==> config.mk <==
export PLATFORM = sky130hd
export DESIGN_NAME = ffill_cfg
export DESIGN_NICKNAME = d
export VERILOG_FILES = /design/src/design/ffill_pkg.sv /design/src/design/ffill_cfg.sv
export SDC_FILE = /design/constraint.sdc
export NUM_CORES = 1
export LEC_CHECK = 0
export BUFFER_PORTS_ARGS = -buffer_cell sky130_fd_sc_hd__buf_2
export CORE_MARGIN = 5
export CORE_UTILIZATION = 42
export CTS_CLUSTER_SIZE = 28
export DETAILED_ROUTE_END_ITERATION = 8
export PLACE_DENSITY = 0.88
export SYNTH_ARGS = -nofsm -noshare
export SYNTH_HDL_FRONTEND = slang
export SYNTH_SLANG_ARGS = --single-unit
==> constraint.sdc <==
create_clock -name aclk -period 4.85 [get_ports aclk]
set_input_delay 0.2425 -clock aclk [delete_from_list [all_inputs] [get_ports aclk]]
set_output_delay 0.2425 -clock aclk [all_outputs]
set_load 0.005 [all_outputs]
==> src/design/ffill_pkg.sv <==
// ffill_pkg: shared types, codes and defaults of the 4-connected flood fill block
// no dependencies; imported by every module of the block but ffill_ram
`timescale 1ns / 1ps

package ffill_pkg;

    // default geometry and colour depth
    localparam int DEF_MAX_WIDTH  = 256;
    localparam int DEF_MAX_HEIGHT = 256;
    localparam int DEF_COLOR_BITS = 16;

    // item field widths
    localparam int COORD_BITS = 8;
    localparam int PIXEL_BITS = 16;
    localparam int COUNT_BITS = 17;

    // effective image size, wide enough for the largest supported image
    localparam int SIZE_BITS = 13;

    // configuration registers
    localparam int              REG_BITS       = 9;
    localparam logic [REG_BITS-1:0] REG_SIZE_RESET = 9'd256;
    localparam int              APB_ADDR_BITS  = 3;
    localparam int              APB_DATA_BITS  = 32;
    localparam logic            REG_IMAGE_WIDTH  = 1'b0;
    localparam logic            REG_IMAGE_HEIGHT = 1'b1;

    // command codes
    localparam logic [1:0] OP_WRITE = 2'd0;
    localparam logic [1:0] OP_READ  = 2'd1;
    localparam logic [1:0] OP_FILL  = 2'd2;
    localparam logic [1:0] OP_NONE  = 2'd3;

    // effective image size handed from the register file to the sequencer
    typedef struct packed {
        logic [SIZE_BITS-1:0] width;
        logic [SIZE_BITS-1:0] height;
    } size_cfg_t;

endpackage

==> src/design/ffill_cfg.sv <==
// ffill_cfg: apb register file for the image width and height
// depends on ffill_pkg; presents the clamped image size to the sequencer
`timescale 1ns / 1ps

module ffill_cfg import ffill_pkg::*; #(
    parameter int MAX_WIDTH  = DEF_MAX_WIDTH,
    parameter int MAX_HEIGHT = DEF_MAX_HEIGHT
) (
    input  logic                     aclk,
    input  logic                     aresetn,
    input  logic                     psel,
    input  logic                     penable,
    input  logic                     pwrite,
    input  logic [APB_ADDR_BITS-1:0] paddr,
    input  logic [APB_DATA_BITS-1:0] pwdata,
    output logic [APB_DATA_BITS-1:0] prdata,
    output logic                     pready,
    output size_cfg_t                sizes
);

    logic [REG_BITS-1:0] width_reg;
    logic [REG_BITS-1:0] height_reg;
    logic                reg_sel;
    logic                wr_en;

    // zero acts as one, anything above the maximum acts as the maximum
    function automatic logic [SIZE_BITS-1:0] clamp_size(logic [REG_BITS-1:0] v,
                                                        logic [SIZE_BITS-1:0] maxv);
        logic [SIZE_BITS-1:0] ext;
        ext = SIZE_BITS'(v);
        if (ext == '0) begin
            return SIZE_BITS'(1);
        end else if (ext > maxv) begin
            return maxv;
        end
        return ext;
    endfunction

    assign reg_sel = paddr[APB_ADDR_BITS-1];
    assign wr_en   = psel && penable && pwrite;
    assign pready  = 1'b1;

    // register writes
    always_ff @(posedge aclk) begin
        if (!aresetn) begin
            width_reg  <= REG_SIZE_RESET;
            height_reg <= REG_SIZE_RESET;
        end else if (wr_en) begin
            if (reg_sel == REG_IMAGE_WIDTH) begin
                width_reg <= pwdata[REG_BITS-1:0];
            end else begin
                height_reg <= pwdata[REG_BITS-1:0];
            end
        end
    end

    // read back
    assign prdata = (reg_sel == REG_IMAGE_HEIGHT) ? APB_DATA_BITS'(height_reg)
                                                  : APB_DATA_BITS'(width_reg);

    // clamped size
    assign sizes.width  = clamp_size(width_reg, SIZE_BITS'(MAX_WIDTH));
    assign sizes.height = clamp_size(height_reg, SIZE_BITS'(MAX_HEIGHT));

endmodule

==> run_results.csv <==
group,metric,value,unit
status,outcome,"finished, final reports clean",
cts,cts_setup_buffers,0,
yosys,avgSynthCellArea,8.77,um^2
yosys,yosysSeqAreaShare,28.3,%
yosys,netlist_area,1270,um^2
pwr,powerDensity,212,nW/um^2
critical_path,path_depth,5,
yosys,yosysTopAreaCell,"dfxtp_1",
global_route,grt_max_degree,28,
yosys,synth_edf_count,0,
critical_path,crit_path_end,"sizes[0]",
global_route,first_global_vias,911,
floorplan,start_util,42.7,%
yosys,synthMuxAreaShare,24.6,%
timing,rsz0062_at_grt,"no",
floorplan,coreArea,2980,um^2
placed_design,dp_hpwl,2170,um
timing,finalSetupTns,0,ns
layout,n_antenna_cell,0,
cts,hold_buffers,0,
placed_design,pre_cts_ws,2.78,ns
route,wl_per_cell,12.5,um
critical_path,ff2ff_path_depth,2,
yosys,synthDistinctLibCells,18,
cts,cts_root_buf,"clkbuf_4",
cts,htreeDepth,1,
yosys,synth_top_family_by_area,"multiplexers",
cts,clockBufferDepth,2,
yosys,synth_xor_area_share,0,%
route,drc,0,
route,routed_wl,2690,um
timing,post-route-min-period,2.41,ns
critical_path,worst_setup_path_end_kind,"output pin",
critical_path,r2r_end,"height_reg[2]$_SDFFE_PN0P_",
timing,finalMaxSlewViolations,0,
layout,final_util,46.8,%
timing,fmax,415,MHz
global_route,antenna_found_initial,0,
timing,hold_viol,0,
critical_path,crit_fanout,8,
floorplan,rows,20,
timing,setup_violations,0,
critical_path,cp_data_arrival_time,2.17,ns
route,via_count,965,
yosys,synthTopCellsByArea,"dfxtp_1 (28%), buf_4 (19%), mux2i_1 (16%)",
floorplan,die_width,65.0,um
critical_path,critPathBufInv,1,
cts,cts.sinks,18,
critical_path,worstSetupPathType,"reg -> out",
hold_path,hold_path_class,"in -> reg",
floorplan,dieHeight,65.0,um
critical_path,worst_ep_required_time,4.61,ns
placed_design,gp_congestion,0.769,
global_route,grt_pass1_wl,3950,um
cts,cts_buffers,3,
route,routed_via_density,4.49,
yosys,yosysTopAreaCellShare,28.3,%
cts,clkLatencyLatePin,0.29,ns
critical_path,cp_cell_sequence,"or4_1 > nor2_1 > ha_1 > mux2_2 > buf_2",
timing,tightest_slew,0.661,ns
yosys,synth_adder_area_share,3.94,%
critical_path,cpLargestDelayFamily,"simple AND/OR/NAND/NOR gates",
yosys,synth-simple-area-share,20.1,%
timing,max_slew_margin,55.8,%
critical_path,cp_slowest_cell,"or4_1",
timing,min_period_over_period,49.7,%
layout,stdcell_area,1390,um^2
layout,syn_to_final_growth,9.65,%
global_route,grt_overflow,0,
pwr,p_leak,0.000812,uW
yosys,synthCells,145,
yosys,synth_compound_area_share,0.394,%
critical_path,crit_path_max_incr_delay,0.55,ns
critical_path,cp-startpoint,"height_reg[4]$_SDFFE_PN0P_",
critical_path,start_kind,"register",
yosys,yosysMostFrequentCell,"buf_4",
yosys,netlist_top_cells_count,"buf_4 (33), nand2_1 (25), mux2i_1 (20)",
placed_design,placedInstanceArea,1360,um^2
critical_path,worstReg2RegStart,"height_reg[2]$_SDFFE_PN0P_",
flow_run,maxCapViolations,0,
route,dr.pass1.iters,4,
cts,clkTransAtPathRegs,0.10,ns
yosys,synth_ff_type,"dfxtp_1",
route,dr.first_iter.drc_count,32,
route,antenna_left,0,
timing,fin_ws,2.44,ns
timing,clock_skew,0,ns
cts,cts_tree,"yes",
layout,drive_above_1_share,27.5,%
yosys,yosys_register_bits,18,
cts,postCtsResizedCells,0,
yosys,yosysWarnings,0,
critical_path,rrSetupSlack,4.15,ns
pwr,irDropWorstVdd,0.0588,mV
yosys,async_flop_share,0,%
global_route,grt_usage,12.3,%
placed_design,port_buffers,41,
layout,finalNetCount,227,
floorplan,io_pins,99,
floorplan,die-area,4230,um^2
==> cell usage in the layout (no fill, tap or decap), types with 5 or more instances in the layout <==
| cell type | count |
|---|---|
| and2_1 | 11 |
| buf_2 | 41 |
| conb_1 | 32 |
| dfxtp_1 | 18 |
| mux2_1 | 6 |
| mux2i_1 | 20 |
| nand2_1 | 25 |
| nor2b_1 | 5 |
==> area by class of cell <==
class	count	area, um^2
Fill cell	296	1580
Multi-Input combinational cell	117	743
Sequential cell	18	360
Timing Repair Buffer	41	205
Tap cell	33	41.3
Clock buffer	4	36.3
Inverter	2	7.51
==> per-layer routing <==
metal	share of wire (%)	track usage, %	vias up	wire length, um
met2	54	22.7	33	1440
met3	7.2	2.43	6	195
met4	2.5	7.51	0	67
met1	37	12.6	441	989
met5	0	0	-	0
li1	-	-	485	-
==> worst register-to-register path, cell delays in order (launching register included) <==
cell	delay [ns]
dfxtp_1	0.39
nand2_1	0.08
mux2i_1	0.16
==> worst min-delay path by stage <==
stage          slack [ns]                          to  depth (start not counted)                      start
2_1_floorplan        0.40  height_reg[0]$_SDFFE_PN0P_                          2                  pwdata[0]
3_3_place_gp         0.46   width_reg[7]$_SDFFE_PN0P_                          2  width_reg[7]$_SDFFE_PN0P_
3_5_place_dp         0.47   width_reg[7]$_SDFFE_PN0P_                          2  width_reg[7]$_SDFFE_PN0P_
4_1_cts              0.21  height_reg[8]$_SDFFE_PN1P_                          3                  pwdata[8]
5_1_grt              0.21  height_reg[3]$_SDFFE_PN0P_                          3                  pwdata[3]
6_report             0.21  height_reg[6]$_SDFFE_PN0P_                          3                  pwdata[6]
==> power breakdown <==
group	switching, uW	total [uW]	internal [uW]	leakage (uW)
combinational	30.1	51.0	20.8	0.000645
clock	45.5	91.2	45.7	0.0000210
sequential	2.91	154	151	0.000146
==> through the flow <==
step / power [uW] / cells / hold WS, ns
6_report: 296 / 215 / 0.206
5_1_grt: 313 / 215 / 0.208
3_5_place_dp: 208 / 211 / 0.472
2_1_floorplan: 210 / 175 / 0.404
4_1_cts: 297 / 215 / 0.208
3_3_place_gp: 206 / 211 / 0.462
==> kinds of logic (layout without fill, tap and decap cells) <==
logic type,count (synthesis),after routing
AOI/OAI and AO/OA,1,1
adders and majority gates,4,4
and+or+nand+nor,50,50
DFF,18,18
other,2,32
muxes,30,30
buffers and inverters,40,47
No activity file was read; power rests on OpenSTA's default activity.
