==> config.mk <==
export PLATFORM = sky130hd
export DESIGN_NAME = ffill_ctrl
export DESIGN_NICKNAME = d
export VERILOG_FILES = /design/src/design/ffill_pkg.sv /design/src/design/ffill_ctrl.sv
export SDC_FILE = /design/constraint.sdc
export NUM_CORES = 1
export LEC_CHECK = 0
export BUFFER_PORTS_ARGS = -buffer_cell sky130_fd_sc_hd__buf_2
export CORE_MARGIN = 3
export CORE_UTILIZATION = 54
export CTS_CLUSTER_DIAMETER = 100
export DETAILED_ROUTE_END_ITERATION = 8
export PLACE_DENSITY = 0.84
export SLEW_MARGIN = 20
export SYNTH_ARGS = -nofsm -noshare
export SYNTH_HDL_FRONTEND = slang
export SYNTH_SLANG_ARGS = --single-unit
==> constraint.sdc <==
create_clock -name aclk -period 3.9 [get_ports aclk]
set_input_delay 0.78 -clock aclk [delete_from_list [all_inputs] [get_ports aclk]]
set_output_delay 0.78 -clock aclk [all_outputs]
set_load 0.02 [all_outputs]
==> src/design/ffill_pkg.sv <==
// ffill_pkg: shared types, codes and defaults of the 4-connected flood fill block
// no dependencies; imported by every module of the block but ffill_ram
`timescale 1ns / 1ps

package ffill_pkg;

    // default geometry and colour depth
    localparam int DEF_MAX_WIDTH  = 256;
    localparam int DEF_MAX_HEIGHT = 256;
    localparam int DEF_COLOR_BITS = 16;

    // item field widths
    localparam int COORD_BITS = 8;
    localparam int PIXEL_BITS = 16;
    localparam int COUNT_BITS = 17;

    // effective image size, wide enough for the largest supported image
    localparam int SIZE_BITS = 13;

    // configuration registers
    localparam int              REG_BITS       = 9;
    localparam logic [REG_BITS-1:0] REG_SIZE_RESET = 9'd256;
    localparam int              APB_ADDR_BITS  = 3;
    localparam int              APB_DATA_BITS  = 32;
    localparam logic            REG_IMAGE_WIDTH  = 1'b0;
    localparam logic            REG_IMAGE_HEIGHT = 1'b1;

    // command codes
    localparam logic [1:0] OP_WRITE = 2'd0;
    localparam logic [1:0] OP_READ  = 2'd1;
    localparam logic [1:0] OP_FILL  = 2'd2;
    localparam logic [1:0] OP_NONE  = 2'd3;

    // effective image size handed from the register file to the sequencer
    typedef struct packed {
        logic [SIZE_BITS-1:0] width;
        logic [SIZE_BITS-1:0] height;
    } size_cfg_t;

endpackage

==> src/design/ffill_ctrl.sv <==
// ffill_ctrl: command sequencer with the breadth-first fill walk and the result register
// depends on ffill_pkg; drives the pixel store ram and the coordinate queue ram
`timescale 1ns / 1ps

module ffill_ctrl import ffill_pkg::*; #(
    parameter int MAX_WIDTH  = DEF_MAX_WIDTH,
    parameter int MAX_HEIGHT = DEF_MAX_HEIGHT,
    parameter int COLOR_BITS = DEF_COLOR_BITS
) (
    input  logic                                        aclk,
    input  logic                                        aresetn,
    input  size_cfg_t                                   sizes,
    // command item
    input  logic                                        s_tvalid,
    output logic                                        s_tready,
    input  logic [1:0]                                  opcode,
    input  logic [COORD_BITS-1:0]                       x_coord,
    input  logic [COORD_BITS-1:0]                       y_coord,
    input  logic [PIXEL_BITS-1:0]                       pixel_color,
    // result item
    output logic                                        m_tvalid,
    input  logic                                        m_tready,
    output logic [PIXEL_BITS-1:0]                       read_color,
    output logic [COUNT_BITS-1:0]                       filled_count,
    output logic                                        coord_error,
    // pixel store
    output logic                                        pix_wr_en,
    output logic [$clog2(MAX_WIDTH*MAX_HEIGHT)-1:0]     pix_wr_addr,
    output logic [COLOR_BITS-1:0]                       pix_wr_data,
    output logic [$clog2(MAX_WIDTH*MAX_HEIGHT)-1:0]     pix_rd_addr,
    input  logic [COLOR_BITS-1:0]                       pix_rd_data,
    // coordinate queue
    output logic                                        q_wr_en,
    output logic [$clog2(MAX_WIDTH*MAX_HEIGHT)-1:0]     q_wr_addr,
    output logic [$clog2(MAX_WIDTH)+$clog2(MAX_HEIGHT)-1:0] q_wr_data,
    output logic [$clog2(MAX_WIDTH*MAX_HEIGHT)-1:0]     q_rd_addr,
    input  logic [$clog2(MAX_WIDTH)+$clog2(MAX_HEIGHT)-1:0] q_rd_data
);

    localparam int NPIX = MAX_WIDTH * MAX_HEIGHT;
    localparam int AW   = $clog2(NPIX);
    localparam int PW   = $clog2(NPIX + 1);
    localparam int XW   = $clog2(MAX_WIDTH);
    localparam int YW   = $clog2(MAX_HEIGHT);

    // neighbour visiting order
    localparam logic [1:0] NB_LEFT  = 2'd0;
    localparam logic [1:0] NB_UP    = 2'd1;
    localparam logic [1:0] NB_RIGHT = 2'd2;
    localparam logic [1:0] NB_DOWN  = 2'd3;

    typedef enum logic [2:0] {
        S_IDLE,
        S_RD,
        S_SEED,
        S_POP,
        S_LOAD,
        S_NB,
        S_CHK
    } state_t;

    state_t                state_reg, state_next;
    logic [XW-1:0]         cur_x_reg, cur_x_next;
    logic [YW-1:0]         cur_y_reg, cur_y_next;
    logic [XW-1:0]         probe_x_reg, probe_x_next;
    logic [YW-1:0]         probe_y_reg, probe_y_next;
    logic [1:0]            nb_reg, nb_next;
    logic [COLOR_BITS-1:0] fill_color_reg, fill_color_next;
    logic [COLOR_BITS-1:0] target_reg, target_next;
    logic [PW-1:0]         rd_ptr_reg, rd_ptr_next;
    logic [PW-1:0]         wr_ptr_reg, wr_ptr_next;
    logic                  m_valid_reg, m_valid_next;
    logic [PIXEL_BITS-1:0] rd_color_reg, rd_color_next;
    logic [COUNT_BITS-1:0] count_reg, count_next;
    logic                  err_reg, err_next;

    logic                  accept;
    logic                  in_err;
    logic [XW-1:0]         in_x;
    logic [YW-1:0]         in_y;
    logic [AW-1:0]         in_addr;
    logic [31:0]           in_color_ext;
    logic [COLOR_BITS-1:0] in_color;
    logic [31:0]           rd_color_ext;
    logic [PW+COUNT_BITS-1:0] count_ext;
    logic                  nb_ok;
    logic [XW-1:0]         nb_x;
    logic [YW-1:0]         nb_y;
    logic [AW-1:0]         nb_addr;
    logic [AW-1:0]         probe_addr;

    // linear store index of a pixel
    function automatic logic [AW-1:0] pix_addr(logic [XW-1:0] px, logic [YW-1:0] py);
        return AW'(AW'(py) * AW'(MAX_WIDTH)) + AW'(px);
    endfunction

    // command decode
    assign s_tready     = (state_reg == S_IDLE) && (!m_valid_reg || m_tready);
    assign accept       = s_tvalid && s_tready;
    assign in_err       = (SIZE_BITS'(x_coord) >= sizes.width) ||
                          (SIZE_BITS'(y_coord) >= sizes.height);
    assign in_x         = XW'(x_coord);
    assign in_y         = YW'(y_coord);
    assign in_addr      = pix_addr(in_x, in_y);
    assign in_color_ext = 32'(pixel_color);
    assign in_color     = in_color_ext[COLOR_BITS-1:0];
    assign rd_color_ext = 32'(pix_rd_data);
    assign count_ext    = (PW + COUNT_BITS)'(wr_ptr_reg);
    assign probe_addr   = pix_addr(probe_x_reg, probe_y_reg);
    assign nb_addr      = pix_addr(nb_x, nb_y);
    assign q_rd_addr    = rd_ptr_reg[AW-1:0];

    // neighbour of the current pixel and its bounds check
    always_comb begin
        nb_x = cur_x_reg;
        nb_y = cur_y_reg;
        unique case (nb_reg)
            NB_LEFT: begin
                nb_ok = (cur_x_reg != '0);
                nb_x  = cur_x_reg - 1'b1;
            end
            NB_UP: begin
                nb_ok = (cur_y_reg != '0);
                nb_y  = cur_y_reg - 1'b1;
            end
            NB_RIGHT: begin
                nb_ok = (SIZE_BITS'(cur_x_reg) + SIZE_BITS'(1)) < sizes.width;
                nb_x  = cur_x_reg + 1'b1;
            end
            NB_DOWN: begin
                nb_ok = (SIZE_BITS'(cur_y_reg) + SIZE_BITS'(1)) < sizes.height;
                nb_y  = cur_y_reg + 1'b1;
            end
        endcase
    end

    // sequencer next state and memory control
    always_comb begin
        state_next      = state_reg;
        cur_x_next      = cur_x_reg;
        cur_y_next      = cur_y_reg;
        probe_x_next    = probe_x_reg;
        probe_y_next    = probe_y_reg;
        nb_next         = nb_reg;
        fill_color_next = fill_color_reg;
        target_next     = target_reg;
        rd_ptr_next     = rd_ptr_reg;
        wr_ptr_next     = wr_ptr_reg;
        rd_color_next   = rd_color_reg;
        count_next      = count_reg;
        err_next        = err_reg;
        m_valid_next    = m_tready ? 1'b0 : m_valid_reg;

        pix_wr_en   = 1'b0;
        pix_wr_addr = probe_addr;
        pix_wr_data = fill_color_reg;
        pix_rd_addr = in_addr;
        q_wr_en     = 1'b0;
        q_wr_addr   = wr_ptr_reg[AW-1:0];
        q_wr_data   = {probe_y_reg, probe_x_reg};

        unique case (state_reg)
            S_IDLE: begin
                if (accept) begin
                    rd_color_next = '0;
                    count_next    = '0;
                    err_next      = 1'b0;
                    unique case (opcode)
                        OP_WRITE: begin
                            pix_wr_en    = !in_err;
                            pix_wr_addr  = in_addr;
                            pix_wr_data  = in_color;
                            err_next     = in_err;
                            m_valid_next = 1'b1;
                        end
                        OP_READ: begin
                            if (in_err) begin
                                err_next     = 1'b1;
                                m_valid_next = 1'b1;
                            end else begin
                                state_next = S_RD;
                            end
                        end
                        OP_FILL: begin
                            if (in_err) begin
                                err_next     = 1'b1;
                                m_valid_next = 1'b1;
                            end else begin
                                probe_x_next    = in_x;
                                probe_y_next    = in_y;
                                fill_color_next = in_color;
                                rd_ptr_next     = '0;
                                state_next      = S_SEED;
                            end
                        end
                        default: begin
                            m_valid_next = 1'b1;
                        end
                    endcase
                end
            end
            // read data is back
            S_RD: begin
                rd_color_next = rd_color_ext[PIXEL_BITS-1:0];
                m_valid_next  = 1'b1;
                state_next    = S_IDLE;
            end
            // seed colour is back: stop at once or recolour and queue the seed
            S_SEED: begin
                target_next = pix_rd_data;
                if (pix_rd_data == fill_color_reg) begin
                    m_valid_next = 1'b1;
                    state_next   = S_IDLE;
                end else begin
                    pix_wr_en   = 1'b1;
                    q_wr_en     = 1'b1;
                    q_wr_addr   = '0;
                    wr_ptr_next = PW'(1);
                    state_next  = S_POP;
                end
            end
            // take the next queued pixel or finish
            S_POP: begin
                if (rd_ptr_reg == wr_ptr_reg) begin
                    count_next   = count_ext[COUNT_BITS-1:0];
                    m_valid_next = 1'b1;
                    state_next   = S_IDLE;
                end else begin
                    rd_ptr_next = rd_ptr_reg + 1'b1;
                    state_next  = S_LOAD;
                end
            end
            S_LOAD: begin
                cur_x_next = q_rd_data[XW-1:0];
                cur_y_next = q_rd_data[XW+YW-1:XW];
                nb_next    = NB_LEFT;
                state_next = S_NB;
            end
            // read the next in-bounds neighbour
            S_NB: begin
                if (nb_ok) begin
                    pix_rd_addr  = nb_addr;
                    probe_x_next = nb_x;
                    probe_y_next = nb_y;
                    state_next   = S_CHK;
                end else if (nb_reg == NB_DOWN) begin
                    state_next = S_POP;
                end else begin
                    nb_next = nb_reg + 1'b1;
                end
            end
            // neighbour of the target colour: recolour it and queue it
            S_CHK: begin
                if (pix_rd_data == target_reg) begin
                    pix_wr_en   = 1'b1;
                    q_wr_en     = 1'b1;
                    wr_ptr_next = wr_ptr_reg + 1'b1;
                end
                if (nb_reg == NB_DOWN) begin
                    state_next = S_POP;
                end else begin
                    nb_next    = nb_reg + 1'b1;
                    state_next = S_NB;
                end
            end
            default: begin
                state_next = S_IDLE;
            end
        endcase
    end

    // state and registered outputs
    always_ff @(posedge aclk) begin
        if (!aresetn) begin
            state_reg   <= S_IDLE;
            m_valid_reg <= 1'b0;
            rd_ptr_reg  <= '0;
            wr_ptr_reg  <= '0;
        end else begin
            state_reg      <= state_next;
            m_valid_reg    <= m_valid_next;
            rd_ptr_reg     <= rd_ptr_next;
            wr_ptr_reg     <= wr_ptr_next;
            cur_x_reg      <= cur_x_next;
            cur_y_reg      <= cur_y_next;
            probe_x_reg    <= probe_x_next;
            probe_y_reg    <= probe_y_next;
            nb_reg         <= nb_next;
            fill_color_reg <= fill_color_next;
            target_reg     <= target_next;
            rd_color_reg   <= rd_color_next;
            count_reg      <= count_next;
            err_reg        <= err_next;
        end
    end

    assign m_tvalid     = m_valid_reg;
    assign read_color   = rd_color_reg;
    assign filled_count = count_reg;
    assign coord_error  = err_reg;

endmodule

==> metrics, run 1 <==
crit path time final 4170 ps; global route overflow 0; Syn Std Cell Area 8640 µm²; met2 WL post-DR 11600 µm; Hold Crit Class in2reg; Core Rows 45; post-route clock period utilization 1.07; Routed Antenna Nets 0; routed vias/inst 5.53; H-tree Lvls 4; largest net degree at the start of global routing 24; first-pass GRT wire length 34600 µm; All-Layer GR Usage 0.246; total CTS buffers 17; via count 7176; Netlist cell types 64; most common cell after layout, fill and taps aside buf_2; Initial Util 0.560; share of cells above drive strength 1 0.375; Die X-Extent 132 µm; DR iter-0 viols 534; DP Area 10000 µm²; Crit Path Category reg2out; DP Cell Count 1249; PortBufs 229; Ports 230; Worst-Skew Late Latency 420 ps; Rel. slew slack 0.464; DRC Markers 0; die area 17500 µm²; Reg clk slew, reported paths 60 ps; WL met3 1610 µm; wl on met1 9530 µm; max-slew violations 0; Cells after Synth 825; syn_area_per_cell 10.5 µm²; Post-synth EDFFs 100; crit-path max FO 6; Post-synth top flop edfxtp_1; Bufs on Longest Clock Path 2; post-DR wirelength/cell 18.0 µm; status finished with violations; Seq/Total Area, Yosys 0.436; CP arrival 3390 ps; core area 15400 µm²; Synth Warn # 0; total wire length 23300 µm; PnR worst setup slack -275 ps; ANT cells 0; Synthesized Nets 977; crit end category output port; Peak VDD IR 0.000286 V; Layout fillers 1090; commonest cells after routing, fill and taps aside buf_2, edfxtp_1, nand2_1, nor2_1, and2_1; non-filler cells, final 1298; failing checks negative setup slack; CTS hold repair buffers 0; clk root buf clkbuf_16; initial antenna violation count 0; #FFs+latches synth 138; P per Cell Area 325 nW/µm²; Final Setup Violations 16; Nets 1226; fmax 240 MHz; CTS tree built; top sig layer met4; DRT Pass-1 Iters 5; Die Height 132 µm; Num Clock Sinks 138; fraction of registers with async set/reset 0; Syn-to-layout area delta 27.8%; worst slew pin tran 804 ps; critical path required time 3120 ps; max-cap viol count 0; Hold Violations, Final 0; worst slack, placed 146 ps; HPWL after detailed placement 16600 µm; fin area 11000 µm²; number of global-route vias before repair 6847; worst hold path depth 1; Static Leak 4.78 nW; R2R depth 15; RSZ-0062 raised after global routing true; GPL Wtd Cong 0.873; Critical Path Start Type register; Clock Skew 9.76 ps
## stage by stage
| step | hold slack (ps) | setup TNS (ps) | total power [W] | utilization |
|---|---|---|---|---|
| global placement | 514 | 0 | 0.00206 | 0.650 |
| floorplan | 476 | 0 | 0.00190 | - |
| finish | 541 | -3750 | 0.00358 | 0.715 |
| detailed placement | 527 | 0 | 0.00208 | 0.650 |
| CTS | 524 | -994 | 0.00358 | 0.698 |
| global route | 523 | -5610 | 0.00371 | 0.715 |
## where the power goes
| group | switching (W) | leakage, nW | internal, W |
|---|---|---|---|
| logic | 0.000259 | 3.26 | 0.000183 |
| registers | 0.0000170 | 1.24 | 0.00161 |
| clock network | 0.000677 | 0.272 | 0.000837 |
## Yosys cell counts (all sizes together) (27+ instances only)
| cell | count | area, µm² |
|---|---|---|
| edfxtp | 100 | 3000 |
| nand2 | 73 | 274 |
| nor2 | 58 | 220 |
| mux2 | 57 | 642 |
| and2 | 54 | 338 |
| ha | 54 | 676 |
| xnor2 | 54 | 473 |
| inv | 43 | 161 |
| xor2 | 43 | 377 |
| dfxtp | 38 | 761 |
| a21oi | 32 | 160 |
| o21ai | 30 | 158 |
| buf | 27 | 176 |
## layer usage
metal,up-vias,GRT usage
met1,3369,0.315
li1,3412,-
met5,-,0
met2,349,0.418
met3,46,0.0445
met4,0,0.0895
## cells by family (layout without fill, tap and decap cells)
family,Yosys count,after routing,share of synthesized area
XOR/XNOR,97,97,0.0984
multiplexers,62,62,0.0801
flip-flops,138,138,0.436
adder cells (fa/ha/maj),56,56,0.0829
buffers and inverters,84,346,0.0452
AND/OR/NAND/NOR,277,277,0.164
AO/OA/AOI/OAI,111,111,0.0936
## path summary, 6_finish.rpt
kind	endpoint	startpoint	slack, ps
setup / recovery	pix_rd_addr[2]	cur_x_reg[3]	-270
setup reg to reg	probe_y_reg[2]	cur_x_reg[3]	600
hold / removal	cur_y_reg[7]	q_rd_data[15]	540
hold reg to reg	rd_ptr_reg[15]	rd_ptr_reg[15]	550
## layout make-up
| class | count | area [µm²] | area share |
|---|---|---|---|
| clock buffers | 17 | 425 | 0.0385 |
| clock inverters | 15 | 128 | 0.0116 |
| inverters | 43 | 161 | 0.0146 |
| multi-input cells | 603 | 4680 | 0.424 |
| flip-flops and latches | 138 | 3760 | 0.341 |
| well taps | 211 | 264 | 0.0239 |
| repair buffers | 271 | 1620 | 0.147 |
## worst max-delay path: stages (launching register included)
cell and delay [ps]:
edfxtp_1 580, nand3_4 150, nor2_4 130, xor2_1 180, ha_1 280, a21oi_2 220
nor2b_4 60, o21ai_2 150, o211ai_1 150, o21ai_2 180, o21a_2 170, buf_6 120
clkbuf_16 160, mux2_4 310, buf_6 130
## what timing repair did
action | CTS | global route
cloned | 1 | 2
setup buffers | 11 | 4
pin swaps | 4 | 13
resized for setup | 24 | 57
setup endpoints to repair | 16 | 16
No activity file was read; power rests on OpenSTA's default activity.
==> run 2: changes to the inputs <==
==> constraint.sdc (replaced) <==
create_clock -name aclk -period 4.1 [get_ports aclk]
set_input_delay 0.82 -clock aclk [delete_from_list [all_inputs] [get_ports aclk]]
set_output_delay 0.82 -clock aclk [all_outputs]
set_load 0.02 [all_outputs]
==> metrics, run 2 (same netlist as run 1, synthesis figures left out) <==
worst setup path start cur_y_reg[0]; Num Clock Sinks 138 (unchanged); clk root buf clkbuf_16; HPWL after detailed placement 16400 µm (-1.2%); H-tree Lvls 4 (unchanged); crit path time final 4110 ps; first-pass GRT wire length 34200 µm (-1.2%); failing checks negative setup slack; total CTS buffers 17 (unchanged); met2 usage 0.406 (-0.0125); core area 15400 µm² (unchanged); CTS hold repair buffers 0 (unchanged); Reg clk slew, reported paths 60 ps (about the same); via count 7051 (-1.7%); CP bufs+invs 2 (-1); FF-to-FF setup slack 990 ps (+390 ps); Ports 230 (unchanged); CTS tree built; commonest cells after routing, fill and taps aside buf_2, edfxtp_1, nand2_1, nor2_1, and2_1; slowest stage cell on the critical path edfxtp_1; initial antenna violation count 0 (unchanged); GPL Wtd Cong 0.879 (+0.74%); DP Area 9970 µm² (-0.60%); multi-input logic area 4620 µm² (-1.2%); Syn-to-layout area delta 26.3%; Final Setup Violations 7 (-9); Initial Util 0.560 (unchanged); Layout fillers 1161 (+6.5%); met1 Usage GRT 0.321 (+0.00601); worst hold path depth 2 (+1); R2R depth 14 (-1); DRC Markers 0 (unchanged); Bufs on Longest Clock Path 2 (unchanged); max-cap viol count 0 (unchanged); number of global-route vias before repair 6655 (-2.8%); DRT Pass-1 Iters 7 (+2); post-DR wirelength/cell 17.5 µm (-2.8%); Routed Antenna Nets 0 (unchanged); Hold Violations, Final 0 (unchanged); CP delay by family, top compound AO/OA/AOI/OAI gates; Hold Crit Class reg2reg; total wire length 22600 µm (-3.3%); Critical R2R Launch cur_x_reg[0]; Worst-Skew Late Latency 410 ps (about the same); final core utilization 0.707 (-0.00827); worst slew pin tran 796 ps (-8.94 ps); Core Rows 45 (unchanged); DR iter-0 viols 441 (-17%); status finished with violations; CP arrival 3290 ps (-100 ps); RSZ-0062 raised after global routing true; Die X-Extent 132 µm (unchanged); fin area 10900 µm² (-1.2%); most common cell after layout, fill and taps aside buf_2; GRT Max-Usage Layer met2; ANT cells 0 (unchanged); Rel. slew slack 0.470 (+0.00596); share of cells above drive strength 1 0.365 (-0.0105); crit-path max FO 5 (-1); global route overflow 0 (unchanged); Critical R2R Capture probe_y_reg[4]; Peak VDD IR 0.000242 V (-15%); Critical Path Start Type register; Worst path max stage delay 440 ps (-140 ps); Worst path depth 12 (-2); largest net degree at the start of global routing 25 (+4.2%); CP cell instances ha_2 > xor2_1 > ha_1 > a211oi_2 > nor2_1 > nor4_1 > o21ai_1 > a21oi_2 > o21a_4 > clkbuf_16 > mux2_4 > buf_6; All-Layer GR Usage 0.243 (-0.00302); die area 17500 µm² (unchanged); Fin Setup TNS -49.6 ps (+3700 ps); fmax 243 MHz; max-slew violations 0 (unchanged); routed vias/inst 5.46 (-1.2%); crit end category output port; P per Cell Area 312 nW/µm² (-3.9%); PnR worst setup slack -8.96 ps (+266 ps); critical path required time 3280 ps (+160 ps); GRT met3 Usage 0.0395 (-0.00494); Die Height 132 µm (unchanged); Nets 1219 (-0.57%); worst hold slack 525 ps (-15.8 ps); Crit Path Category reg2out; post-route clock period utilization 1.00; Clock Skew 8.97 ps (-0.786 ps); flip-flop and latch area 3760 µm² (unchanged); CP endpoint pix_rd_addr[9]; Static Leak 4.72 nW (-1.2%); PortBufs 229 (unchanged)
-- run 2: where the power goes --
| part | leakage, nW | switching, W | internal [W] |
|---|---|---|---|
| registers | 1.24 | 0.0000177 | 0.00153 |
| clock network | 0.262 | 0.000603 | 0.000839 |
| logic | 3.21 | 0.000241 | 0.000171 |
| total | 4.72 | 0.000862 | 0.00254 |
-- run 2: timing repair --
item                                   CTS  global route
setup buffers                            8             7
cloned                                   0             3
setup endpoints to repair               15            16
gates resized for setup                  3            59
pin swaps                                1            10
endpoints found under the hold margin    0             0
-- run 2: final cells by class --
type | count | area share
Timing Repair Buffer | 264 | 0.142
Multi-Input combinational cell | 603 | 0.423
Clock inverter | 13 | 0.0111
Sequential cell | 138 | 0.345
Clock buffer | 19 | 0.0397
Tap cell | 211 | 0.0242
Inverter | 43 | 0.0148
-- run 2: how the worst min path moves through the flow --
stage / slack [ps] / end / start
final: 530 / rd_ptr_reg[15] / rd_ptr_reg[15]
after global routing: 560 / cur_x_reg[3] / q_rd_data[3]
after floorplan: 480 / rd_ptr_reg[15] / rd_ptr_reg[15]
after detailed placement: 520 / rd_ptr_reg[15] / rd_ptr_reg[15]
after global placement: 520 / rd_ptr_reg[15] / rd_ptr_reg[15]
after CTS: 530 / rd_ptr_reg[15] / rd_ptr_reg[15]
-- run 2: through the flow --
step,power (W),worst slack (ps),std cells
after global placement,0.00196,336,1241
after detailed placement,0.00197,277,1241
after global routing,0.00351,-156,1291
after CTS,0.00340,14.4,1281
final,0.00340,-8.96,1291
after floorplan,0.00181,450,825
-- run 2: per-layer routing --
layer / vias to the layer above / part of all wire / routed length [µm]
met3: 33 / 0.055 / 1240
met4: 0 / 0.024 / 542
met1: 3362 / 0.42 / 9570
met2: 260 / 0.50 / 11200
li1: 3396 / - / -
met5: - / 0 / 0
-- run 2: worst min-delay path: stages, from the launching register on --
cell     delay [ps]
dfxtp_1         350
nand2_1          70
mux2i_1          50
